## config.mk

```make
export PLATFORM = sky130hd
export DESIGN_NAME = wav_pcm_stream_parser_unit
export DESIGN_NICKNAME = d
export VERILOG_FILES = /design/src/wps_pkg.sv /design/src/wav_pcm_stream_parser_unit.sv
export VERILOG_INCLUDE_DIRS = /design/src /design/src/src
export SDC_FILE = /design/constraint.sdc
export NUM_CORES = 1
export LEC_CHECK = 0
export BUFFER_PORTS_ARGS = -buffer_cell sky130_fd_sc_hd__clkbuf_2
export CORE_ASPECT_RATIO = 1.75
export CORE_UTILIZATION = 56
export CTS_BUF_LIST = sky130_fd_sc_hd__clkbuf_4 sky130_fd_sc_hd__clkbuf_8 sky130_fd_sc_hd__clkbuf_16
export DETAILED_ROUTE_END_ITERATION = 8
export PLACE_DENSITY = 0.75
export SLEW_MARGIN = 20
export SYNTH_ARGS = -nofsm -noshare
export SYNTH_HDL_FRONTEND = slang
export SYNTH_SLANG_ARGS = --single-unit
```

## constraint.sdc

```tcl
create_clock -name clk -period 5.2 [get_ports clk]
set_input_delay 0.26 -clock clk [delete_from_list [all_inputs] [get_ports clk]]
set_output_delay 0.26 -clock clk [all_outputs]
set_load 0.02 [all_outputs]
```

## src/wav_pcm_stream_parser_unit_macros.svh

```systemverilog
// Assertion helpers for the WAV stream parser.
`ifndef WAV_PCM_STREAM_PARSER_UNIT_MACROS_SVH
`define WAV_PCM_STREAM_PARSER_UNIT_MACROS_SVH

// Same-cycle implication, clocked on clk, off during reset.
`define WPS_ASSERT_NOW(label, ante, cons, msg) \
	label: assert property (@(posedge clk) disable iff (!arst_n) (ante) |-> (cons)) \
		else $error(msg);

// Next-cycle implication, clocked on clk, off during reset.
`define WPS_ASSERT_NEXT(label, ante, cons, msg) \
	label: assert property (@(posedge clk) disable iff (!arst_n) (ante) |=> (cons)) \
		else $error(msg);

`endif

```

## src/wps_pkg.sv

```systemverilog
package wps_pkg;

	localparam logic [31:0] TAG_RIFF = 32'h4646_4952;
	localparam logic [31:0] TAG_WAVE = 32'h4556_4157;
	localparam logic [31:0] TAG_FMT  = 32'h2074_6D66;
	localparam logic [31:0] TAG_DATA = 32'h6174_6164;
	localparam logic [31:0] FMT_SIZE = 32'd16;
	localparam logic [15:0] FMT_PCM  = 16'd1;
	localparam logic [15:0] ONE_CHAN = 16'd1;
	localparam logic [31:0] RATE_RST = 32'd44100;

	typedef enum logic [2:0] {
		ERR_NONE  = 3'd0,
		ERR_RIFF  = 3'd1,
		ERR_WAVE  = 3'd2,
		ERR_PCM   = 3'd3,
		ERR_MONO  = 3'd4,
		ERR_RATE  = 3'd5,
		ERR_TRUNC = 3'd6
	} err_t;

	typedef enum logic [1:0] {
		ST_HEADER = 2'd0,
		ST_DATA   = 2'd1,
		ST_DONE   = 2'd2,
		ST_ERROR  = 2'd3
	} status_t;

	typedef struct packed {
		logic signed [15:0] sample;
		status_t            status;
		err_t               error_code;
		logic               sample_valid;
	} result_t;

endpackage

```

## src/wav_pcm_stream_parser_unit.sv

```systemverilog
// WAV/RIFF PCM parser: takes one file byte per transaction and returns one result per byte
// (sample_valid, sample, status, error_code). It checks RIFF/WAVE, skips chunks until the
// fmt chunk, which must be 16-byte mono PCM at the configured rate, then skips until data and
// turns byte pairs into signed 16-bit samples. A byte is accepted every cycle while the
// output side keeps up; each byte goes through the input register, the parse step and the
// result register. Errors hold until a byte with restart set.
`include "wav_pcm_stream_parser_unit_macros.svh"

module wav_pcm_stream_parser_unit
	import wps_pkg::*;
(
	input  logic        clk,
	input  logic        arst_n,
	input  logic        s_axis_tvalid,
	output logic        s_axis_tready,
	input  logic [7:0]  s_axis_tdata,   // [7:0] in_byte
	input  logic [0:0]  s_axis_tuser,   // [0] restart
	input  logic        s_axis_tlast,   // end_of_stream
	output logic        m_axis_tvalid,
	input  logic        m_axis_tready,
	output logic [23:0] m_axis_tdata,   // [15:0] sample, [17:16] status, [20:18] error_code
	output logic [0:0]  m_axis_tuser,   // [0] sample_valid
	input  logic        cfg_we,
	input  logic [31:0] cfg_wdata
);

	typedef enum logic [2:0] {
		PH_HEADER    = 3'd0,
		PH_FMT_SEEK  = 3'd1,
		PH_FMT_SKIP  = 3'd2,
		PH_FMT       = 3'd3,
		PH_DATA_SEEK = 3'd4,
		PH_DATA_SKIP = 3'd5,
		PH_DATA      = 3'd6,
		PH_DONE      = 3'd7
	} phase_t;

	logic [31:0] rate_q;

	logic        valid_s1;
	logic [7:0]  byte_s1;
	logic        restart_s1;
	logic        eos_s1;

	phase_t      phase_q,  phase_d;
	logic [4:0]  cnt_q,    cnt_d;
	logic [31:0] shift_q,  shift_d;
	logic [31:0] skip_q,   skip_d;
	logic [31:0] dleft_q,  dleft_d;
	logic [7:0]  low_q,    low_d;
	logic        lowp_q,   lowp_d;
	err_t        err_q,    err_d;

	logic        out_valid_q;
	result_t     res_q,    res_d;
	logic        advance;

	assign advance       = valid_s1 && (!out_valid_q || m_axis_tready);
	assign s_axis_tready = !valid_s1 || advance;

	always_comb begin
		logic [31:0] skip_m1;
		logic [31:0] dleft_m1;
		phase_d = phase_q;
		cnt_d   = cnt_q;
		shift_d = shift_q;
		skip_d  = skip_q;
		dleft_d = dleft_q;
		low_d   = low_q;
		lowp_d  = lowp_q;
		err_d   = err_q;
		res_d.sample       = '0;
		res_d.sample_valid = 1'b0;
		if (restart_s1) begin
			phase_d = PH_HEADER;
			cnt_d   = '0;
			shift_d = '0;
			skip_d  = '0;
			dleft_d = '0;
			low_d   = '0;
			lowp_d  = 1'b0;
			err_d   = ERR_NONE;
		end
		skip_m1  = skip_d - 32'd1;
		dleft_m1 = dleft_d - 32'd1;
		if (err_d == ERR_NONE) begin
			shift_d = {byte_s1, shift_d[31:8]};
			case (phase_d)
				PH_HEADER: begin
					if (cnt_d == 5'd3 && shift_d != TAG_RIFF) begin
						err_d = ERR_RIFF;
					end else if (cnt_d == 5'd11 && shift_d != TAG_WAVE) begin
						err_d = ERR_WAVE;
					end
					if (cnt_d >= 5'd11) begin
						phase_d = PH_FMT_SEEK;
						cnt_d   = '0;
					end else begin
						cnt_d = cnt_d + 5'd1;
					end
				end
				PH_FMT_SEEK, PH_DATA_SEEK: begin
					if (cnt_d == 5'd3) begin
						if (phase_d == PH_FMT_SEEK && shift_d == TAG_FMT) begin
							phase_d = PH_FMT;
							cnt_d   = '0;
						end else if (phase_d == PH_DATA_SEEK && shift_d == TAG_DATA) begin
							cnt_d = 5'd8;
						end else begin
							cnt_d = 5'd4;
						end
					end else if (cnt_d == 5'd7) begin
						skip_d = shift_d;
						cnt_d  = '0;
						if (shift_d != '0) begin
							phase_d = (phase_d == PH_FMT_SEEK) ? PH_FMT_SKIP : PH_DATA_SKIP;
						end
					end else if (cnt_d == 5'd11) begin
						dleft_d = shift_d;
						cnt_d   = '0;
						lowp_d  = 1'b0;
						phase_d = (shift_d != '0) ? PH_DATA : PH_DONE;
					end else begin
						cnt_d = cnt_d + 5'd1;
					end
				end
				PH_FMT_SKIP, PH_DATA_SKIP: begin
					skip_d = skip_m1;
					if (skip_m1 == '0) begin
						phase_d = (phase_d == PH_FMT_SKIP) ? PH_FMT_SEEK : PH_DATA_SEEK;
						cnt_d   = '0;
					end
				end
				PH_FMT: begin
					if (cnt_d == 5'd3) begin
						skip_d = shift_d;
					end else if (cnt_d == 5'd5) begin
						if (shift_d[31:16] != FMT_PCM || skip_d != FMT_SIZE) begin
							err_d = ERR_PCM;
						end
					end else if (cnt_d == 5'd7) begin
						if (shift_d[31:16] != ONE_CHAN) begin
							err_d = ERR_MONO;
						end
					end else if (cnt_d == 5'd11) begin
						if (shift_d != rate_q) begin
							err_d = ERR_RATE;
						end
					end
					if (cnt_d >= 5'd19) begin
						phase_d = PH_DATA_SEEK;
						cnt_d   = '0;
						skip_d  = '0;
					end else begin
						cnt_d = cnt_d + 5'd1;
					end
				end
				PH_DATA: begin
					if (lowp_d) begin
						res_d.sample       = {byte_s1, low_d};
						res_d.sample_valid = 1'b1;
						lowp_d             = 1'b0;
					end else begin
						low_d  = byte_s1;
						lowp_d = 1'b1;
					end
					dleft_d = dleft_m1;
					if (dleft_m1 == '0) begin
						lowp_d  = 1'b0;
						phase_d = PH_DONE;
					end
				end
				default: begin
				end
			endcase
			if (eos_s1 && err_d == ERR_NONE && phase_d != PH_DONE) begin
				err_d = ERR_TRUNC;
			end
		end
		res_d.error_code = err_d;
		if (err_d != ERR_NONE) begin
			res_d.status = ST_ERROR;
		end else if (phase_d == PH_DATA) begin
			res_d.status = ST_DATA;
		end else if (phase_d == PH_DONE) begin
			res_d.status = ST_DONE;
		end else begin
			res_d.status = ST_HEADER;
		end
	end

	always_ff @(posedge clk or negedge arst_n) begin
		if (!arst_n) begin
			rate_q      <= RATE_RST;
			valid_s1    <= 1'b0;
			restart_s1  <= 1'b0;
			eos_s1      <= 1'b0;
			phase_q     <= PH_HEADER;
			cnt_q       <= '0;
			shift_q     <= '0;
			skip_q      <= '0;
			dleft_q     <= '0;
			low_q       <= '0;
			lowp_q      <= 1'b0;
			err_q       <= ERR_NONE;
			out_valid_q <= 1'b0;
		end else begin
			if (cfg_we) begin
				rate_q <= cfg_wdata;
			end
			if (s_axis_tready) begin
				valid_s1   <= s_axis_tvalid;
				restart_s1 <= s_axis_tuser[0];
				eos_s1     <= s_axis_tlast;
			end
			if (advance) begin
				phase_q <= phase_d;
				cnt_q   <= cnt_d;
				shift_q <= shift_d;
				skip_q  <= skip_d;
				dleft_q <= dleft_d;
				low_q   <= low_d;
				lowp_q  <= lowp_d;
				err_q   <= err_d;
			end
			if (advance) begin
				out_valid_q <= 1'b1;
			end else if (m_axis_tready) begin
				out_valid_q <= 1'b0;
			end
		end
	end

	// payload registers, no reset
	always_ff @(posedge clk) begin
		if (s_axis_tready) begin
			byte_s1 <= s_axis_tdata;
		end
		if (advance) begin
			res_q <= res_d;
		end
	end

	assign m_axis_tvalid = out_valid_q;
	assign m_axis_tdata  = {3'b000, res_q.error_code, res_q.status, res_q.sample};
	assign m_axis_tuser  = res_q.sample_valid;

	`WPS_ASSERT_NOW(a_sample_no_err, m_axis_tvalid && res_q.sample_valid,
		res_q.error_code == ERR_NONE || res_q.error_code == ERR_TRUNC,
		"sample presented with a parse error")
	`WPS_ASSERT_NOW(a_status_err, m_axis_tvalid,
		(res_q.status == ST_ERROR) == (res_q.error_code != ERR_NONE),
		"status and error code disagree")
	`WPS_ASSERT_NEXT(a_err_hold, advance && !restart_s1 && err_q != ERR_NONE,
		err_q == $past(err_q) && !res_q.sample_valid,
		"held error changed without restart")

endmodule

```

# Word level (Yosys, flattened, before mapping)
# Cells that the tools add are included.
# word_totals
out_inout_bits	27
elab_cells	142
ff_bits	174
input_bits	47
# op_classes
n_reduce_logical	25
n_eq_ne	20
n_lt_le_gt_ge	2
mux	73
add_sub_neg	3
# op_table
op	n
32-bit 2-to-1 mux	13
32-bit one-hot mux with 3 select lines	1
3-bit 2-to-1 mux	27
32-bit logical NOT	2
32-bit by 31-bit != test with 1-bit output, second input constant	2
32-bit one-hot mux with 2 select lines	1
32-bit by 1-bit subtractor with 32-bit output, second input constant	2
5-bit 2-to-1 mux	8
32-bit by 30-bit equality test with 1-bit output, second input constant	1
32-bit by 31-bit equality test with 1-bit output, second input constant	1
8-bit 2-to-1 mux	4
32-bit != test	1
32-bit by 5-bit != test with 1-bit output, second input constant	1
32-bit nonzero test	1
5-bit one-hot mux with 4 select lines	1
16-bit by 1-bit != test with 1-bit output, second input constant	1
3-bit equality test, second input constant	5
3-bit one-hot mux with 5 select lines	1
1-bit 2-to-1 mux	11
5-bit by 3-bit equality test with 1-bit output, second input constant	2
3-bit logical NOT	3
4-bit 2-to-1 mux	2
1-bit logical AND	7
3-bit by 2-bit equality test with 1-bit output, second input constant	2
17 further kinds	23

# Logic depth before layout (Yosys ltp)
# depth
word_depth	16
depth_mapped	21
ltp_nobuf	14

# Worst setup path before layout
# OpenSTA, ideal clock, no wires.
# synth_path
kind	reg2reg
from	register restart_s1
to	register res_q (netlist bit m_axis_tdata[16]) (data pin)
synth_period_minus_slack_ns	4.476
n_path_buf	9
required_time_ns	4.923
arrival_ns	4.199
path_stages_with_launch	21
path_slack_ns	0.724
setup_time_ns	0.277
cell_sequence	dfrtp_1 > buf_2 > buf_2 > clkbuf_1 > clkbuf_1 > buf_2 > buf_1 > buf_2 > buf_1 > nor2b_1 > ha_1 > clkbuf_1 > a2111oi_0 > nor3b_1 > nand2_1 > a21oi_1 > o31ai_1 > and2_1 > a21oi_2 > a211oi_4 > o2111ai_1
# synth_via
elab_chain_cells	16
elab_cells_between_ends	72
cone_classes	add/sub: 2; order compare: 2; eq/ne: 18; mux: 34; reduce/logical: 16
# synth_rtl
element	line_no	rtl
from (decl)	wav_pcm_stream_parser_unit.sv:42	logic restart_s1;
from (signal assigned)	wav_pcm_stream_parser_unit.sv:213	restart_s1 <= s_axis_tuser[0];
branches (longest 15 deep; another with 32-bit by 1-bit subtractor with 32-bit output)	-	
2-bit OR reduction (no source line) (*)	-	
to (signal assigned)	wav_pcm_stream_parser_unit.sv:240	res_q <= res_d;
to (decl)	wav_pcm_stream_parser_unit.sv:55	result_t res_q, res_d;
# Every way passes the cells marked *. The select of a mux whose other input is x is not followed.
# A chain may end at the register's enable or synchronous reset.

# Final worst setup path
# Ends and elaborated chain as after synthesis.

==> summary.txt <==
status -> completed
crit path DAT -> 4.36 ns
Async SR Flop Fraction -> 0.828
antenna violations before repair -> 0
Fin Clk Skew -> 0.0127 ns
Setup CP Type -> reg -> reg
Area growth, synth to finish -> 9.31%
XOR/XNOR share of the synthesized area -> 0.0284
Required @ worst endpoint -> 5.37 ns
Largest stage delay, worst path -> 0.60 ns
total CTS buffers -> 17
final worst slack -> 1.02 ns
Core Area -> 19800 um^2
first-pass GRT wire length -> 60300 um
Syn Area/Cell -> 8.42 um^2
root buf cell -> clkbuf_16
synthesized instance count -> 1358
Tot GR Track Use -> 0.387
clk slew on worst S/H paths -> 0.07 ns
Setup Buffers After CTS -> 0
Crit path max-delay family -> compound AO/OA/AOI/OAI gates
Wirelength per Cell -> 23.9 um
cell chain of the critical path -> inv_1 > buf_4 > nand2_1 > ha_1 > or4b_2 > a2111oi_0 > xor2_1 > a2111oi_0 > and4_1 > nand4b_1 > o21ai_2 > a21oi_2 > a211oi_4 > o2111ai_1
post-DP HPWL -> 25900 um
die extent in x -> 110 um
vias after detailed routing -> 11.3k
Slew @ Worst Pin -> 1.02 ns
Yosys reg bits -> 174
Residual DRC -> 0
Port Buf Inserts -> 70
gpl congestion -> 0.954
max cap viols -> 0
simple-gate area share of the yosys netlist -> 0.236
complex-gate fraction of the synthesized area -> 0.239
Hold Crit Class -> in -> reg
mux cell area share after synthesis -> 0.0384
Final Hold Vio Count -> 0
Initial Util -> 0.576
crit path time final -> 4.18 ns
clock buffer depth -> 2
type of origin of the critical path -> flop
Synth area leaders -> dfrtp_1 (30%), edfxtp_1 (7.9%), o21ai_0 (5.6%)
Final period util -> 0.804
RSZ-0062 raised after global routing -> no
Place WS -> 1.08 ns
Post-CTS Hold Buffers -> 10
share of the synthesized area in the top cell type -> 0.302
Post-synth top flop -> dfrtp_1
count of unique library cells instantiated by Yosys -> 87
YS warnings -> 0
PostCTS Resize Cnt -> 0
TNS Setup -> 0 ns
crit-path max FO -> 17
FP Rows -> 68
area of the mapped netlist -> 11400 um^2
Die ar. -> 21000 um^2
Nets -> 1411
DRT iter0 DRCs -> 1204
Final setup viols -> 0
largest family of logic cells by synthesized area -> compound AO/OA/AOI/OAI gates
fraction of layout cells with a size suffix above 1 -> 0.148
post-synthesis sequential area ratio -> 0.395
total I/O pin count -> 74
Crit-path slowest cell -> or4b_2
largest net degree at the start of global routing -> 138
Clock Latency Late Sink -> 0.45 ns
leak pwr -> 5.25 nW
largest area contributor in the netlist -> dfrtp_1
CTS Sinks -> 174
hold-critical path depth -> 3
CTS tree -> built
ANT cells -> 0
PwrDens -> 591 nW/um^2
Die H -> 191 um
CP Capture Type -> flop
fmax -> 239 MHz
GRT Residual Overflow -> 0
H-tree depth -> 4
Worst VDD drop -> 0.474 mV
PnR Total Power -> 7.39 mW
cell repeated most along the worst path -> a2111oi_0
CP bufs+invs -> 2
slew margin rel. -> 0.314
total wire length -> 38600 um
Pre-antenna DRT Iters -> 8
instance count on the critical path -> 14
Post-synth EDFFs -> 30
Vias per Instance -> 6.99
post-synthesis adder-cell area fraction -> 0.00657
Final Max Tran Viols -> 0
vias in the first global route -> 11.0k
Reg2Reg Depth -> 14
Routed Antenna Nets -> 0
[flip-flops by register name (all words and copies together) (netlist names), 3 cells and up]
name	count
dleft_q	32
rate_q	32
skip_q	32
shift_q	24
m_axis_tdata	21
byte_s1	8
low_q	8
cnt_q	5
err_q	3
phase_q	3
[final cells by class]
type / instances / area, um^2
fill: 1780 / 7330
tap: 245 / 307
inverter: 38 / 143
clock inverter: 12 / 123
multi-input combinational: 1022 / 6290
clock buffer: 20 / 454
timing repair buffer: 105 / 657
sequential: 174 / 4520
[worst min-delay path, delay by kind of cell]
family | cells | cell delay [ns]
buffers and inverters | 1 | 0.07
AND/OR/NAND/NOR | 1 | 0.03
AO/OA/AOI/OAI | 1 | 0.06
[logic make-up after synthesis]
group,Yosys count
fa+ha+maj,6
simple gates,520
compound gates,416
other cells,1
xor+xnor,37
buf+inv,164
mux,40
flops,174
[per-stage QoR]
step | cell area (um^2) | util | cells | hold WS [ns]
floorplan | 11400 | - | 1360 | -0.0356
global placement | 11800 | 0.596 | 1574 | 0.437
detailed placement | 11800 | 0.596 | 1574 | 0.439
CTS | 12500 | 0.630 | 1616 | 0.0111
global route | 12500 | 0.630 | 1616 | 0.0340
finish | 12500 | 0.630 | 1616 | 0.0193
[synth_stat cells, drive strengths merged, types with 6 or more instances]
cell type,instances
a21o,9
a21oi,65
a22o,19
a22oi,51
a31oi,17
and2,6
and3,29
buf,23
clkbuf,103
dfrtp,138
dfstp,6
edfxtp,30
ha,6
inv,37
mux2,31
mux2i,9
nand2,147
nand2b,9
nand3,31
nand3b,8
nand4,15
nor2,102
nor2b,16
nor3,47
nor3b,8
nor4,37
nor4b,6
nor4bb,8
o2111ai,6
o21a,9
o21ai,137
o22ai,21
o31ai,9
or2,12
or3,12
or4,10
xnor2,22
xor2,15
[worst paths after layout]
check                                                      end              startpoint  slack, ns
worst max-delay path            m_axis_tdata[16]$_SDFFCE_PP1P_  restart_s1$_DFFE_PN0P_       1.02
worst min register to register            low_q[0]$_DFFE_PN0P_    low_q[0]$_DFFE_PN0P_       0.50
worst min-delay path                        eos_s1$_DFFE_PN0P_            s_axis_tlast       0.02
max in group asynchronous               rate_q[15]$_DFFE_PN1P_                  arst_n       3.58
min in group asynchronous              dleft_q[18]$_DFFE_PN0P_                  arst_n       0.47
worst max register to register  m_axis_tdata[16]$_SDFFCE_PP1P_  restart_s1$_DFFE_PN0P_       1.02
[layout by cell type, fill, tap and decap left out, drive strengths merged, types with 8 or more instances in the layout]
master	Yosys	layout
dfrtp	138	138
nor3b	8	8
or4	10	10
and3	29	29
clkbuf	103	89
a22o	19	19
inv	37	46
xnor2	22	22
buf	23	26
mux2i	9	9
o21ai	137	137
mux2	31	31
o31ai	9	9
a21oi	65	65
nand2	147	147
nor4	37	37
or3	12	12
nor2	102	102
dlygate4sd3	0	10
xor2	15	15
a22oi	51	51
nor4bb	8	8
nor3	47	47
a31oi	17	17
nand2b	9	9
edfxtp	30	30
nand4	15	15
o21a	9	9
o22ai	21	21
a21o	9	9
nand3	31	31
or2	12	12
nor2b	16	16
nand3b	8	8
[metal layers]
layer	track usage	wire length (um)	part of all wire	vias up
met3	0.0764	3070	0.079	173
met2	0.635	19100	0.49	617
met4	0.270	2810	0.073	0
li1	-	-	-	5022
met5	0	0	0	-
met1	0.443	13600	0.35	5478
[where the power goes]
part | switching, mW | internal [mW] | leakage (nW)
Combinational | 2.25 | 1.46 | 2.80
Clock | 0.590 | 0.696 | 0.291
Sequential | 0.716 | 1.67 | 2.16
Total | 3.56 | 3.83 | 5.25
Power figures use the tool's default switching activity.
